**src/rtl/bba_fifo.sv**
```systemverilog
// Small register queue used for the command and result queues of the allocator.
module bba_fifo #(
    parameter int W     = 8,
    parameter int DEPTH = 2
) (
    input  logic         i_clk,
    input  logic         i_rst_n,
    input  logic         i_push,
    input  logic [W-1:0] i_wdata,
    input  logic         i_pop,
    output logic [W-1:0] o_rdata,
    output logic         o_full,
    output logic         o_empty
);
    localparam int PW = (DEPTH > 1) ? $clog2(DEPTH) : 1;
    localparam int CW = $clog2(DEPTH + 1);

    logic [W-1:0]  r_mem [DEPTH];
    logic [PW-1:0] r_wptr, r_rptr;
    logic [CW-1:0] r_cnt;
    logic          do_push, do_pop;

    assign o_full  = (r_cnt == CW'(DEPTH));
    assign o_empty = (r_cnt == '0);
    assign do_push = i_push && !o_full;
    assign do_pop  = i_pop && !o_empty;
    assign o_rdata = r_mem[r_rptr];

    always_ff @(posedge i_clk) begin
        if (do_push) begin
            r_mem[r_wptr] <= i_wdata;
        end
        if (!i_rst_n) begin
            r_wptr <= '0;
            r_rptr <= '0;
            r_cnt  <= '0;
        end else begin
            if (do_push) begin
                r_wptr <= (r_wptr == PW'(DEPTH - 1)) ? '0 : r_wptr + 1'b1;
            end
            if (do_pop) begin
                r_rptr <= (r_rptr == PW'(DEPTH - 1)) ? '0 : r_rptr + 1'b1;
            end
            if (do_push && !do_pop) begin
                r_cnt <= r_cnt + 1'b1;
            end else if (do_pop && !do_push) begin
                r_cnt <= r_cnt - 1'b1;
            end
        end
    end
endmodule

```
**config.mk**
```make
export PLATFORM = sky130hd
export DESIGN_NAME = bba_fifo
export DESIGN_NICKNAME = d
export VERILOG_FILES = /design/src/rtl/bba_fifo.sv
export SDC_FILE = /design/constraint.sdc
export NUM_CORES = 1
export LEC_CHECK = 0
export BUFFER_PORTS_ARGS = -buffer_cell sky130_fd_sc_hd__buf_4
export CAP_MARGIN = 40
export CORE_MARGIN = 2
export CORE_UTILIZATION = 44
export DETAILED_ROUTE_END_ITERATION = 10
export PLACE_DENSITY = 0.78
export SETUP_SLACK_MARGIN = 0.5
export SLEW_MARGIN = 30
export SYNTH_ARGS = -nofsm -noshare
export SYNTH_HDL_FRONTEND = slang
export SYNTH_SLANG_ARGS = --single-unit
export TNS_END_PERCENT = 20
```
**constraint.sdc**
```tcl
create_clock -name i_clk -period 1.3 [get_ports i_clk]
set_input_delay 0 -clock i_clk [delete_from_list [all_inputs] [get_ports i_clk]]
set_output_delay 0 -clock i_clk [all_outputs]
set_load 0.02 [all_outputs]
```
==> results.sh <==
export IMPL_run_status="complete, but fails checks"
export IMPL_violations="setup timing"
export IMPL_synth_compound_area_share_pct=4.02
export IMPL_insertion_delay_ps=280
export IMPL_clkPwrFrac_pct=12.0
export IMPL_num_vias=535
export IMPL_final_cell_mix="buf_4, edfxtp_1, buf_6"
export IMPL_drtIter0Drc=3
export IMPL_rsz0062_at_grt="true"
export IMPL_drv_slew=0
export IMPL_r2r_slack_ps=-80
export IMPL_yosysSeqAreaShare_pct=71.7
export IMPL_numClockSinks=21
export IMPL_nets=108
export IMPL_n_antenna_cell=0
export IMPL_synth_area_sq_um=810
export IMPL_fp_dieH_microns=46.9
export IMPL_syn_nets=63
export IMPL_worst_hold_path_endpoint="r_wptr$_SDFFE_PN0N_"
export IMPL_port_buffers=21
export IMPL_fin_area_sq_um=1300
export IMPL_synth_mux_area_share_pct=11.1
export IMPL_finalSetupTns_ps=-201
export IMPL_grt_use_total_pct=16.3
export IMPL_swShare_pct=31.2
export IMPL_crit_fanout=3
export IMPL_path_clk_slew_ps=110
export IMPL_cts_buffers=3
export IMPL_fmax_mhz=722
export IMPL_crit_arrival_ps=1600
export IMPL_totalWireLength_microns=1590
export IMPL_n_fill_cell=120
export IMPL_vias_per_cell=4.50
export IMPL_min_period_ps=1380
export IMPL_synth_area_per_cell_sq_um=16.2
export IMPL_place_congestion=0.637
export IMPL_critical_path_required_ps=1520
export IMPL_synth_simple_gate_area_share_pct=6.80
export IMPL_clk_path_buf_depth=2
export IMPL_fp_dieW_microns=46.9
export IMPL_critPathCaptureType="register"
export IMPL_hpwl_microns=1020
export IMPL_holdWs_ps=76.4
export IMPL_worstSetupStartpointType="register"
export IMPL_drive_gt1_share_pct=55.3
export IMPL_synth_xor_area_share_pct=3.25
export IMPL_sequentialPowerShare_pct=41.1
export IMPL_p_int_mw=1.65
export IMPL_hold_violations=0
export IMPL_synth_adder_area_share_pct=1.55
export IMPL_wire_per_inst_microns=13.3
export IMPL_hp_class="input port to register"
export IMPL_preCtsSetupSlack_ps=-161
export IMPL_power_total_mw=2.40
export IMPL_htreeDepth=1
export IMPL_mostFrequentLayoutCell="buf_4"
export IMPL_cp_slowest_cell="dfxtp_2"
export IMPL_hold_depth=3
export IMPL_p_switching_mw=0.748
export IMPL_synth_distinct_cells=20
export IMPL_antenna_found_initial=0
export IMPL_io_pins=22
export IMPL_grt_pass1_vias=605
export IMPL_max_cap_violations=0
export IMPL_skew_ps=2.82
export IMPL_synthCells=50
export IMPL_core_sq_um=1730
export IMPL_initial_core_util_pct=46.9
export IMPL_cts_tree="built"
export IMPL_grt_overflow=0
export IMPL_finalWorstSetupSlack_ps=-84.1
export IMPL_max_stage_delay_ps=360
export IMPL_worst_pin_slew_ps=228
export IMPL_ant_nets=0
export IMPL_r2r_end="r_cnt[1]$_SDFFE_PN0P_"
export IMPL_final_period_utilization_pct=106
export IMPL_p_leak_nw=0.536
export IMPL_area_growth_pct=60.9
export IMPL_drc=0
export IMPL_synth_warnings=0
export IMPL_placed_area_sq_um=1080
export IMPL_rows=15
export IMPL_hp_start="i_push"
export IMPL_relSlewSlack_pct=84.7
export IMPL_setup_viol=10
export IMPL_combPwrFrac_pct=46.9
export IMPL_crit_chain="nand2b_4 > inv_6 > nor2_4 > ha_4 > or3_1 > a21boi_1"
export IMPL_r2r_worst_path_cells=6
export IMPL_crit_type="register to register"
export IMPL_r2r_start="r_cnt[0]$_SDFFE_PN0P_"
export IMPL_synth_top_family_by_area="multiplexers"
export IMPL_grt_max_degree=12
export IMPL_peakVddDrop_v=0.00130
export IMPL_powerDensity_nw_per_um2=1840
export IMPL_first_pass_iters=4
export IMPL_cts_root_buf="clkbuf_4"
export IMPL_grt_pass1_wl_microns=2440
export IMPL_yosys_register_bits=21
export IMPL_die_area_sq_um=2200
[registers in the layout (all words and copies together) (netlist names), named ones only]
register and flops:
r_cnt 2, r_wptr 1, r_mem 16, r_rptr 1
[layout make-up]
type	count	area [sq um]	area share (%)
flip-flops and latches	21	587	45.1
repair buffers	41	368	28.2
multi-input cells	26	278	21.3
well taps	25	31.3	2.40
clock buffers	4	26.3	2.02
inverters	2	12.5	0.961
[per-layer routing]
metal	wire (microns)	global-route usage [%]	vias to the layer above
met5	0	0	-
met4	6	5.00	0
met3	66	3.46	2
met2	890	31.8	16
met1	621	17.1	246
li1	-	-	271
[Yosys cell counts]
library cell / count / share of area (%)
nor2_1: 2 / 0.93
inv_2: 1 / 0.46
dfxtp_1: 5 / 12
a21boi_1: 1 / 0.93
a21boi_0: 1 / 0.93
or3_1: 1 / 0.77
and3_1: 1 / 0.77
ha_1: 1 / 1.5
buf_2: 1 / 0.62
mux2_2: 8 / 11
o21ai_0: 1 / 0.62
o21a_1: 1 / 0.93
xnor2_1: 2 / 2.2
o21ai_1: 1 / 0.62
inv_1: 1 / 0.46
nand2b_1: 1 / 0.77
edfxtp_1: 16 / 59
and2_1: 3 / 2.3
xor2_1: 1 / 1.1
nor3_2: 1 / 1.2
[worst max path at each step]
stage | startpoint | endpoint | slack, ps | depth (start not counted)
finish | r_cnt[0]$_SDFFE_PN0P_ | r_cnt[1]$_SDFFE_PN0P_ | -80 | 6
global placement | r_cnt[1]$_SDFFE_PN0P_ | r_cnt[1]$_SDFFE_PN0P_ | -90 | 7
floorplan | r_cnt[0]$_SDFFE_PN0P_ | r_cnt[1]$_SDFFE_PN0P_ | -110 | 7
CTS | r_cnt[0]$_SDFFE_PN0P_ | r_cnt[1]$_SDFFE_PN0P_ | -90 | 7
global route | r_cnt[0]$_SDFFE_PN0P_ | r_cnt[1]$_SDFFE_PN0P_ | -160 | 7
detailed placement | r_cnt[1]$_SDFFE_PN0P_ | r_cnt[1]$_SDFFE_PN0P_ | -160 | 7
[what timing repair did]
action,CTS,global route
buffers inserted,2,0
gates resized for setup,24,0
endpoints found under the setup margin,31,31
hold buffers,9,0
hold endpoints to repair,21,0
pin swaps,5,1
[through the flow]
stage | cells | util (%)
after floorplan | 50 | -
after detailed placement | 104 | 62.5
after global placement | 104 | 62.5
after global routing | 119 | 75.4
after CTS | 119 | 75.4
final | 119 | 75.4
[power groups by stage]
stage,registers [mW],logic (mW),clock network (mW)
after floorplan,0.926,0.550,0
after global placement,0.960,0.874,0
after detailed placement,0.969,0.894,0
after CTS,0.983,1.11,0.302
after global routing,1.00,1.20,0.332
final,0.986,1.12,0.289
[worst max-delay path: cells and delay by family, from the launching register on]
family	cells	cell delay, ps
DFF	1	360
and+or+nand+nor	3	590
buffers and inverters	1	40
AOI/OAI and AO/OA	1	120
adders and majority gates	1	200
[logic make-up after synthesis]
family,Yosys count
flip-flops,21
AND/OR/NAND/NOR,9
multiplexers,8
AO/OA/AOI/OAI,5
XOR/XNOR,3
buffers and inverters,3
adder cells (fa/ha/maj),1
No activity file was read; power rests on OpenSTA's default activity.
