## src/rtl/bba_pkg.sv

```systemverilog
// Shared types, codes and constants of the buddy block allocator.
package bba_pkg;

    localparam int POOL_ORDER_DEF = 16;
    localparam int MIN_ORDER_DEF  = 5;
    localparam int ORD_W          = 6;
    localparam int UNIT_W_MAX     = 29;
    localparam logic [7:0] HDR_RESET = 8'd40;

    localparam logic [1:0] ACT_ALLOC  = 2'd0;
    localparam logic [1:0] ACT_FREE   = 2'd1;
    localparam logic [1:0] ACT_RESIZE = 2'd2;

    typedef enum logic [2:0] {
        ST_OK       = 3'd0,
        ST_NULL     = 3'd1,
        ST_TOOLARGE = 3'd2,
        ST_NOMEM    = 3'd3,
        ST_NOTUSED  = 3'd4,
        ST_BADADDR  = 3'd5
    } t_status;

    typedef enum logic [1:0] {
        OP_DONE   = 2'd0,
        OP_ALLOC  = 2'd1,
        OP_FREE   = 2'd2,
        OP_RESIZE = 2'd3
    } t_op;

    typedef struct packed {
        t_op                     op;
        t_status                 status;
        logic                    zero;
        logic                    big;
        logic [ORD_W-1:0]        k;
        logic [UNIT_W_MAX-1:0]   unit;
    } t_cmd;

    typedef struct packed {
        logic [15:0] addr;
        logic        present;
        t_status     status;
        logic        moved;
        logic [4:0]  order;
    } t_res;

    function automatic t_res res_null(t_status st);
        t_res r;
        r         = '0;
        r.status  = st;
        return r;
    endfunction

endpackage

```

## src/rtl/bba_front.sv

```systemverilog
// Front stage: classifies a request into a command for the back stage.
module bba_front #(
    parameter int POOL_ORDER = bba_pkg::POOL_ORDER_DEF,
    parameter int MIN_ORDER  = bba_pkg::MIN_ORDER_DEF
) (
    input  logic [1:0]    i_action,
    input  logic [16:0]   i_size_bytes,
    input  logic [15:0]   i_payload_addr,
    input  logic          i_addr_present,
    input  logic [7:0]    i_hdr,
    output bba_pkg::t_cmd o_cmd
);
    import bba_pkg::*;

    logic [17:0]      s;
    logic             big, zero, bad;
    logic [ORD_W-1:0] k;
    logic [15:0]      b;
    logic             below, misal, outside;

    always_comb begin
        s    = 18'(i_size_bytes) + 18'(i_hdr);
        zero = (i_size_bytes == '0);
        big  = 34'(s) > (34'(1) << POOL_ORDER);
        k    = ORD_W'(POOL_ORDER);
        for (int o = POOL_ORDER; o >= MIN_ORDER; o--) begin
            if ((34'(1) << o) >= 34'(s)) begin
                k = ORD_W'(o);
            end
        end
    end

    always_comb begin
        below   = i_payload_addr < 16'(i_hdr);
        b       = i_payload_addr - 16'(i_hdr);
        misal   = (b & 16'((1 << MIN_ORDER) - 1)) != '0;
        outside = 33'(b >> MIN_ORDER) >= (33'(1) << (POOL_ORDER - MIN_ORDER));
        bad     = below || misal || outside;
    end

    always_comb begin
        o_cmd      = '0;
        o_cmd.k    = k;
        o_cmd.zero = zero;
        o_cmd.big  = big;
        o_cmd.unit = UNIT_W_MAX'(b >> MIN_ORDER);
        case (i_action)
            ACT_ALLOC, ACT_RESIZE: begin
                if (i_action == ACT_RESIZE && i_addr_present) begin
                    if (bad) begin
                        o_cmd.op     = OP_DONE;
                        o_cmd.status = ST_BADADDR;
                    end else begin
                        o_cmd.op = OP_RESIZE;
                    end
                end else if (zero) begin
                    o_cmd.op     = OP_DONE;
                    o_cmd.status = ST_NULL;
                end else if (big) begin
                    o_cmd.op     = OP_DONE;
                    o_cmd.status = ST_TOOLARGE;
                end else begin
                    o_cmd.op = OP_ALLOC;
                end
            end
            ACT_FREE: begin
                if (!i_addr_present) begin
                    o_cmd.op     = OP_DONE;
                    o_cmd.status = ST_NULL;
                end else if (bad) begin
                    o_cmd.op     = OP_DONE;
                    o_cmd.status = ST_BADADDR;
                end else begin
                    o_cmd.op = OP_FREE;
                end
            end
            default: begin
                o_cmd.op     = OP_DONE;
                o_cmd.status = ST_NULL;
            end
        endcase
    end
endmodule

```

## config.mk

```make
export PLATFORM = sky130hd
export DESIGN_NAME = bba_front
export DESIGN_NICKNAME = d
export VERILOG_FILES = /design/src/rtl/bba_pkg.sv /design/src/rtl/bba_front.sv
export SDC_FILE = /design/constraint.sdc
export NUM_CORES = 1
export LEC_CHECK = 0
export ABC_CLOCK_PERIOD_IN_PS = 5300
export BUFFER_PORTS_ARGS = -buffer_cell sky130_fd_sc_hd__buf_2
export CAP_MARGIN = 40
export CORE_ASPECT_RATIO = 2
export CORE_MARGIN = 4
export CORE_UTILIZATION = 52
export DETAILED_ROUTE_END_ITERATION = 12
export PLACE_DENSITY = 0.91
export SYNTH_ARGS = -nofsm -noshare
export SYNTH_HDL_FRONTEND = slang
export SYNTH_SLANG_ARGS = --single-unit
```

## constraint.sdc

```tcl
create_clock -name vclk -period 5.3
set_input_delay 0.265 -clock vclk [all_inputs]
set_output_delay 0.265 -clock vclk [all_outputs]
set_load 0.005 [all_outputs]
```

==> results of run 1 <==
[critical path, delay by kind of cell]
kind | cells | cell delay [ns]
simple gates | 3 | 0.92
compound gates | 4 | 0.91
xor+xnor | 1 | 0.26
mux | 1 | 0.14
fa+ha+maj | 2 | 0.67
buf+inv | 2 | 0.24
[cell usage after synthesis, types with 2 or more instances]
cell / n
nor2b_1: 5
nor3b_1: 2
inv_1: 14
nand2_1: 14
a21boi_0: 4
and3b_1: 2
mux2i_1: 3
nor2_1: 22
a211oi_1: 2
o2bb2ai_1: 2
o21ai_0: 9
o21a_1: 2
nor3_1: 8
fa_1: 2
nand2_2: 2
and3_1: 4
nand3_1: 11
nand4b_1: 2
nand2b_1: 2
buf_4: 21
ha_1: 16
a21oi_1: 7
and2_1: 2
nand4_1: 3
xor2_2: 2
a31oi_1: 2
xor2_1: 11
nor4_1: 5
xnor2_1: 11
a21o_1: 5
[power by group]
group / internal (mW) / switching (mW)
Sequential: 0 / 0
Clock: 0 / 0
Combinational: 0.0784 / 0.102
Total: 0.0784 / 0.102
[layer usage]
metal	wire (um)	vias to the layer above	global-route usage, %
met4	31	0	0.756
met3	252	4	1.25
met1	1430	803	19.8
li1	-	887	-
met5	0	-	0
met2	2450	56	42.4
[metrics by stage]
stage               setup WS (ns)  instance area (um2)
floorplan                    2.09                 1670
global placement             1.72                 1890
detailed placement           1.62                 1890
CTS                          1.62                 1890
global route                 1.36                 1890
finish                       1.62                 1890
[cell families (layout without fill, tap and decap cells)]
group | after synthesis | in the layout | share of synthesized area, %
AOI/OAI and AO/OA | 48 | 48 | 23.6
xor gates and xnor gates | 24 | 24 | 14.1
adders and majority gates | 18 | 18 | 15.0
buffers and inverters | 35 | 81 | 13.1
muxes | 4 | 4 | 3.28
other | 1 | 19 | 0.234
and+or+nand+nor | 91 | 91 | 30.8
[cell type report]
class / count / area share (%)
multi-input cells: 204 / 77.4
repair buffers: 67 / 17.8
inverters: 14 / 2.79
well taps: 30 / 1.99
[worst paths after layout]
| path | endpoint | slack [ns] |
|---|---|---|
| worst min-delay path | o_cmd[7] | 0.79 |
| worst max-delay path | o_cmd[29] | 1.62 |
==> results.md, run 1 <==
* Cell count of the worst hold path at 3
* Core Util, Final at a little over three fifths
* Fin Setup TNS at 0 ns
* Critical path peak fanout at 6
* Die area at approximately 4000 um2
* Setup Viol. Count Final at 0
* Critical Path Slowest Stage Cell: fa_1
* PostCTS Resize Cnt at 0
* RSZ-0062 raised after global routing: false
* Die X at about 47 um
* Worst Path Arrival at 3.41 ns
* Post-synthesis cell type with the largest combined area: ha_1
* Synth Cell Area at 1600 um2
* Hpwl dp at 3760 um
* Vias in the first global route at 1645
* Critical Path Start Type: input pin
* Fin crit share at 69.4%
* CP Class: in -> out
* Via-per-instance ratio at 5.56
* Total power at about 180 uW
* Number of placed I/O pins at 86
* Antenna violations before repair at 0
* Final WL at 4160 um
* CLK BUF at 0
* Drt first pass iters at 4
* Share of cells above drive strength 1 at 28.8%
* Hold WS at 0.793 ns
* Starting Density at between 50% and 60%
* Commonest cells after routing, fill and taps aside: buf_2, nor2_1, conb_1
* GPL Wtd Cong at approximately 0.8
* Area occupied by multi-input gates at roughly 1500 um2
* Most used cell, CP: buf_2
* Post-Layout Cell Count at 315
* Fmax achieved at around 270 MHz
* Layout fillers at ~280
* Seq cells at 0
* Final Hold Viols at 0
* N_diodes at 0
* Worst setup path start: i_size_bytes[0]
* Final Max Slew Viols at 0
* Syn. warnings at 0
* Drt wl/cell at 13.2 um
* Critical Path, Cell by Cell: buf_2 -> ha_1 -> fa_1 -> a211oi_1 -> o21ai_1 -> o2111a_1 -> xnor2_1 -> nor2b_1 -> nand3_1 -> mux2i_1 -> or3_1 -> a41oi_2 -> buf_2
* Ranking of synthesized cells by area: ha_1, buf_4, xnor2_1
* CP Capture Type: output pin
* Layout Nets at ~350
* Hold_buf cts at 0
* Crit path largest cell delay at 0.43 ns
* Maximum vdd drop at 0.0534 mV
* Leak at 0.950 nW
* Total number of vias at 1750
* Req. time, crit path at ~5.0 ns
* Top cell type's share of synthesized area at 12.5%
* Die Ht at 86.5 um
* Register area at 0 um2
* PD cells at 95.5 nW/um2
* Area grow syn2layout at 17.6%
* Cells after DPL at 315
* Residual DRC at 0
* Post-CTS Repair Setup Buffers at 0
* Largest net degree at the start of global routing at 8
* Most common cell after layout, fill and taps aside: buf_2
* First-pass GRT wire length at 6540 um
* Count of different cell masters after synthesis at 54
* Total grt overflow at 0
* Hold wc startpoint: i_payload_addr[12]
* Post-synthesis sequential area ratio at 0%
* Final Critical Period at 3.68 ns
* Min-Delay Path Class: in -> out
* Synth Instances at 221
* GR Util All Layers at 20.1%
* Avg Inst Size Synth at between 7 and 8 um2
* Antenna Violating Nets Remaining at 0
* Cell row count at 28
* Placeable Area at 2980 um2
* Status: finished clean
* Port Buffers at 67
* 1st-iter DRT viols at 32
* Max-cap violations at 0
No activity file was read; power rests on OpenSTA's default activity.
==> run 2: changes to the inputs <==
--- a/config.mk
+++ b/config.mk
@@ -5,14 +5,15 @@
 export SDC_FILE = /design/constraint.sdc
 export NUM_CORES = 1
 export LEC_CHECK = 0
-export ABC_CLOCK_PERIOD_IN_PS = 5300
+export ABC_AREA = 1
+export ABC_CLOCK_PERIOD_IN_PS = 3480
 export BUFFER_PORTS_ARGS = -buffer_cell sky130_fd_sc_hd__buf_2
 export CAP_MARGIN = 40
 export CORE_ASPECT_RATIO = 2
 export CORE_MARGIN = 4
 export CORE_UTILIZATION = 52
 export DETAILED_ROUTE_END_ITERATION = 12
-export PLACE_DENSITY = 0.91
+export PLACE_DENSITY = 0.85
 export SYNTH_ARGS = -nofsm -noshare
 export SYNTH_HDL_FRONTEND = slang
 export SYNTH_SLANG_ARGS = --single-unit
==> constraint.sdc (replaced) <==
create_clock -name vclk -period 3.48
set_input_delay 0.174 -clock vclk [all_inputs]
set_output_delay 0.174 -clock vclk [all_outputs]
set_load 0.005 [all_outputs]
==> run 2 against run 1 <==
  * Combinational power grew 77%
  * Setup slack lost 1.1 ns
  * Non-clock buffer count is the same
  * Total power grew 77%
  * Synthesized cell count grew 81%
  * Hold slack lost 0.18 ns
  * Critical endpoint unchanged
  * Highest routed layer unchanged
==> results.md, run 2 <==
* 1st-iter DRT viols at 35
* Cell count of the worst hold path at 3
* Syn. warnings at 0
* Drt first pass iters at 4
* Final Max Slew Viols at 0
* PostCTS Resize Cnt at 0
* Setup Viol. Count Final at 0
* Internal power at 121 uW
* Share of cells above drive strength 1 at between 20 and 25%
* Drt wl/cell at 11.6 um
* Total grt overflow at 0
* Vias in the first global route at 2408
* GR Util All Layers at 23.0%
* Layout Nets at 526
* Post-synthesis sequential area ratio at 0%
* Total power at 318 uW
* Die X at 53.0 um
* Power share of the clock group at 0%
* Ranking of synthesized cells by area: nand2_1, inv_1, ha_1
* Critical path peak fanout at 5
* Worst slew pin tran at 0.766 ns
* Synth Instances at 401
* Final WL at 5940 um
* GPL Wtd Cong at 0.947
* Port Buffers at between 60 and 70
* N_diodes at 0
* Cell row count at 32
* Leak at 1.52 nW
* Worst setup path start: i_size_bytes[0]
* Antenna violations before repair at 0
* Hold wc startpoint: i_payload_addr[15]
* PD cells at 133 nW/um2
* CP Class: in -> out
* Placeable Area at 3880 um2
* Final worst slack at 0.562 ns
* Post-synthesis cell type with the largest combined area: nand2_1
* RSZ-0062 raised after global routing: false
* Fmax achieved at approximately 340 MHz
* Fin crit share at a little over four fifths
* Post-Layout Cell Count at 513
* Register area at 0 um2
* Status: finished clean
* Post-CTS Repair Setup Buffers at 0
* Avg Inst Size Synth at 5.25 um2
* Psw at 197 uW
* Worst Path Arrival at 2.74 ns
* Number of placed I/O pins at 86
* Count of different cell masters after synthesis at 33
* Min-Delay Path Class: in -> out
* Area grow syn2layout at 13.8%
* Top cell type's share of synthesized area at 21.6%
* Hpwl dp at between 5000 and 6000 um
* CLK BUF at 0
* Commonest cells after routing, fill and taps aside: nand2_1, inv_1, buf_2
* Fin Setup TNS at 0 ns
* Via-per-instance ratio at 5.08
* Most common library cells after synthesis: nand2_1, inv_1, nand3_1
* CP Capture Type: output pin
* Hold_buf cts at 0
* Comb pwr share at 100.0%
* Residual DRC at 0
* Cells after DPL at a little over 500
* Final Hold Viols at 0
* Seq cells at 0
* Most common cell in the netlist: nand2_1
* Final Critical Period at 2.92 ns
* Reg power frac at 0%
* Synth Cell Area at between 2000 and 2500 um2
* Maximum vdd drop at ~0.085 mV
* First-pass GRT wire length at 9470 um
* Largest net degree at the start of global routing at 9
* Worst slack at placement at 0.564 ns
* Die Ht at 98.0 um
* CP Capture Point: o_cmd[29]
* Antenna Violating Nets Remaining at 0
* Max-cap violations at 0
* Req. time, crit path at 3.31 ns
* Switch share at a little over 60%
* Die area at ~5200 um2
* Starting Density at between 50% and 60%
* Most common cell after layout, fill and taps aside: nand2_1
* Rel. slew slack at 47.6%
* Total number of vias at 2606
* Critical Path Start Type: input pin
## run 2: critical path, cell delays in order
cell and delay (ns):
buf_2 0.11, ha_1 0.24, fa_1 0.45, nand2_4 0.10, nand2_2 0.09, nand3_1 0.12
nand2_1 0.10, nand2_1 0.08, nand2_2 0.07, nor2_2 0.12, nand2_1 0.11, nor2_1 0.10
nand3_1 0.09, nand2_2 0.08, nand2_2 0.07, o21bai_1 0.12, nand2_1 0.06, nand2_1 0.06
nand2_1 0.06, nand2_1 0.07, nand2_1 0.06, a21oi_2 0.10, buf_2 0.11
## run 2: cells by family (layout without fill, tap and decap cells)
group	after synthesis	after routing	share of synthesized area (%)
other	1	19	0.178
AND/OR/NAND/NOR	239	239	52.7
adder cells (fa/ha/maj)	18	18	11.4
XOR/XNOR	12	12	4.99
AO/OA/AOI/OAI	31	31	8.85
buffers and inverters	100	143	21.9
## run 2: how the worst min path moves through the flow
| stage | slack (ns) | end |
|---|---|---|
| floorplan | 0.38 | o_cmd[38] |
| detailed placement | 0.61 | o_cmd[10] |
| CTS | 0.62 | o_cmd[10] |
| global placement | 0.61 | o_cmd[38] |
| global route | 0.64 | o_cmd[38] |
| finish | 0.62 | o_cmd[10] |
## run 2: power by group through the flow
| stage | Sequential (mW) | Combinational [mW] | Clock [mW] |
|---|---|---|---|
| 4_1_cts | 0 | 0.318 | 0 |
| 5_1_grt | 0 | 0.361 | 0 |
| 2_1_floorplan | 0 | 0.231 | 0 |
| 6_report | 0 | 0.318 | 0 |
| 3_3_place_gp | 0 | 0.310 | 0 |
| 3_5_place_dp | 0 | 0.317 | 0 |
## run 2: cell type report
class	count	area, um2
Tap cell	51	63.8
Multi-Input combinational cell	319	1710
Timing Repair Buffer	67	335
Fill cell	414	1490
Inverter	76	285
## run 2: layer usage
metal / global-route usage [%] / vias to the layer above / share of wire (%)
met5: 0 / - / 0
met4: 14.2 / 0 / 7.6
met3: 2.60 / 26 / 5.1
met2: 45.0 / 87 / 56
met1: 20.2 / 1144 / 32
li1: - / 1349 / -
## run 2: per-stage QoR
step | utilization (%) | hold slack, ns | instance area [um2]
after floorplan | - | 0.379 | 2170
after global routing | 61.7 | 0.638 | 2400
after global placement | 61.7 | 0.615 | 2400
after detailed placement | 61.7 | 0.614 | 2400
final | 61.7 | 0.618 | 2400
after CTS | 61.7 | 0.618 | 2400
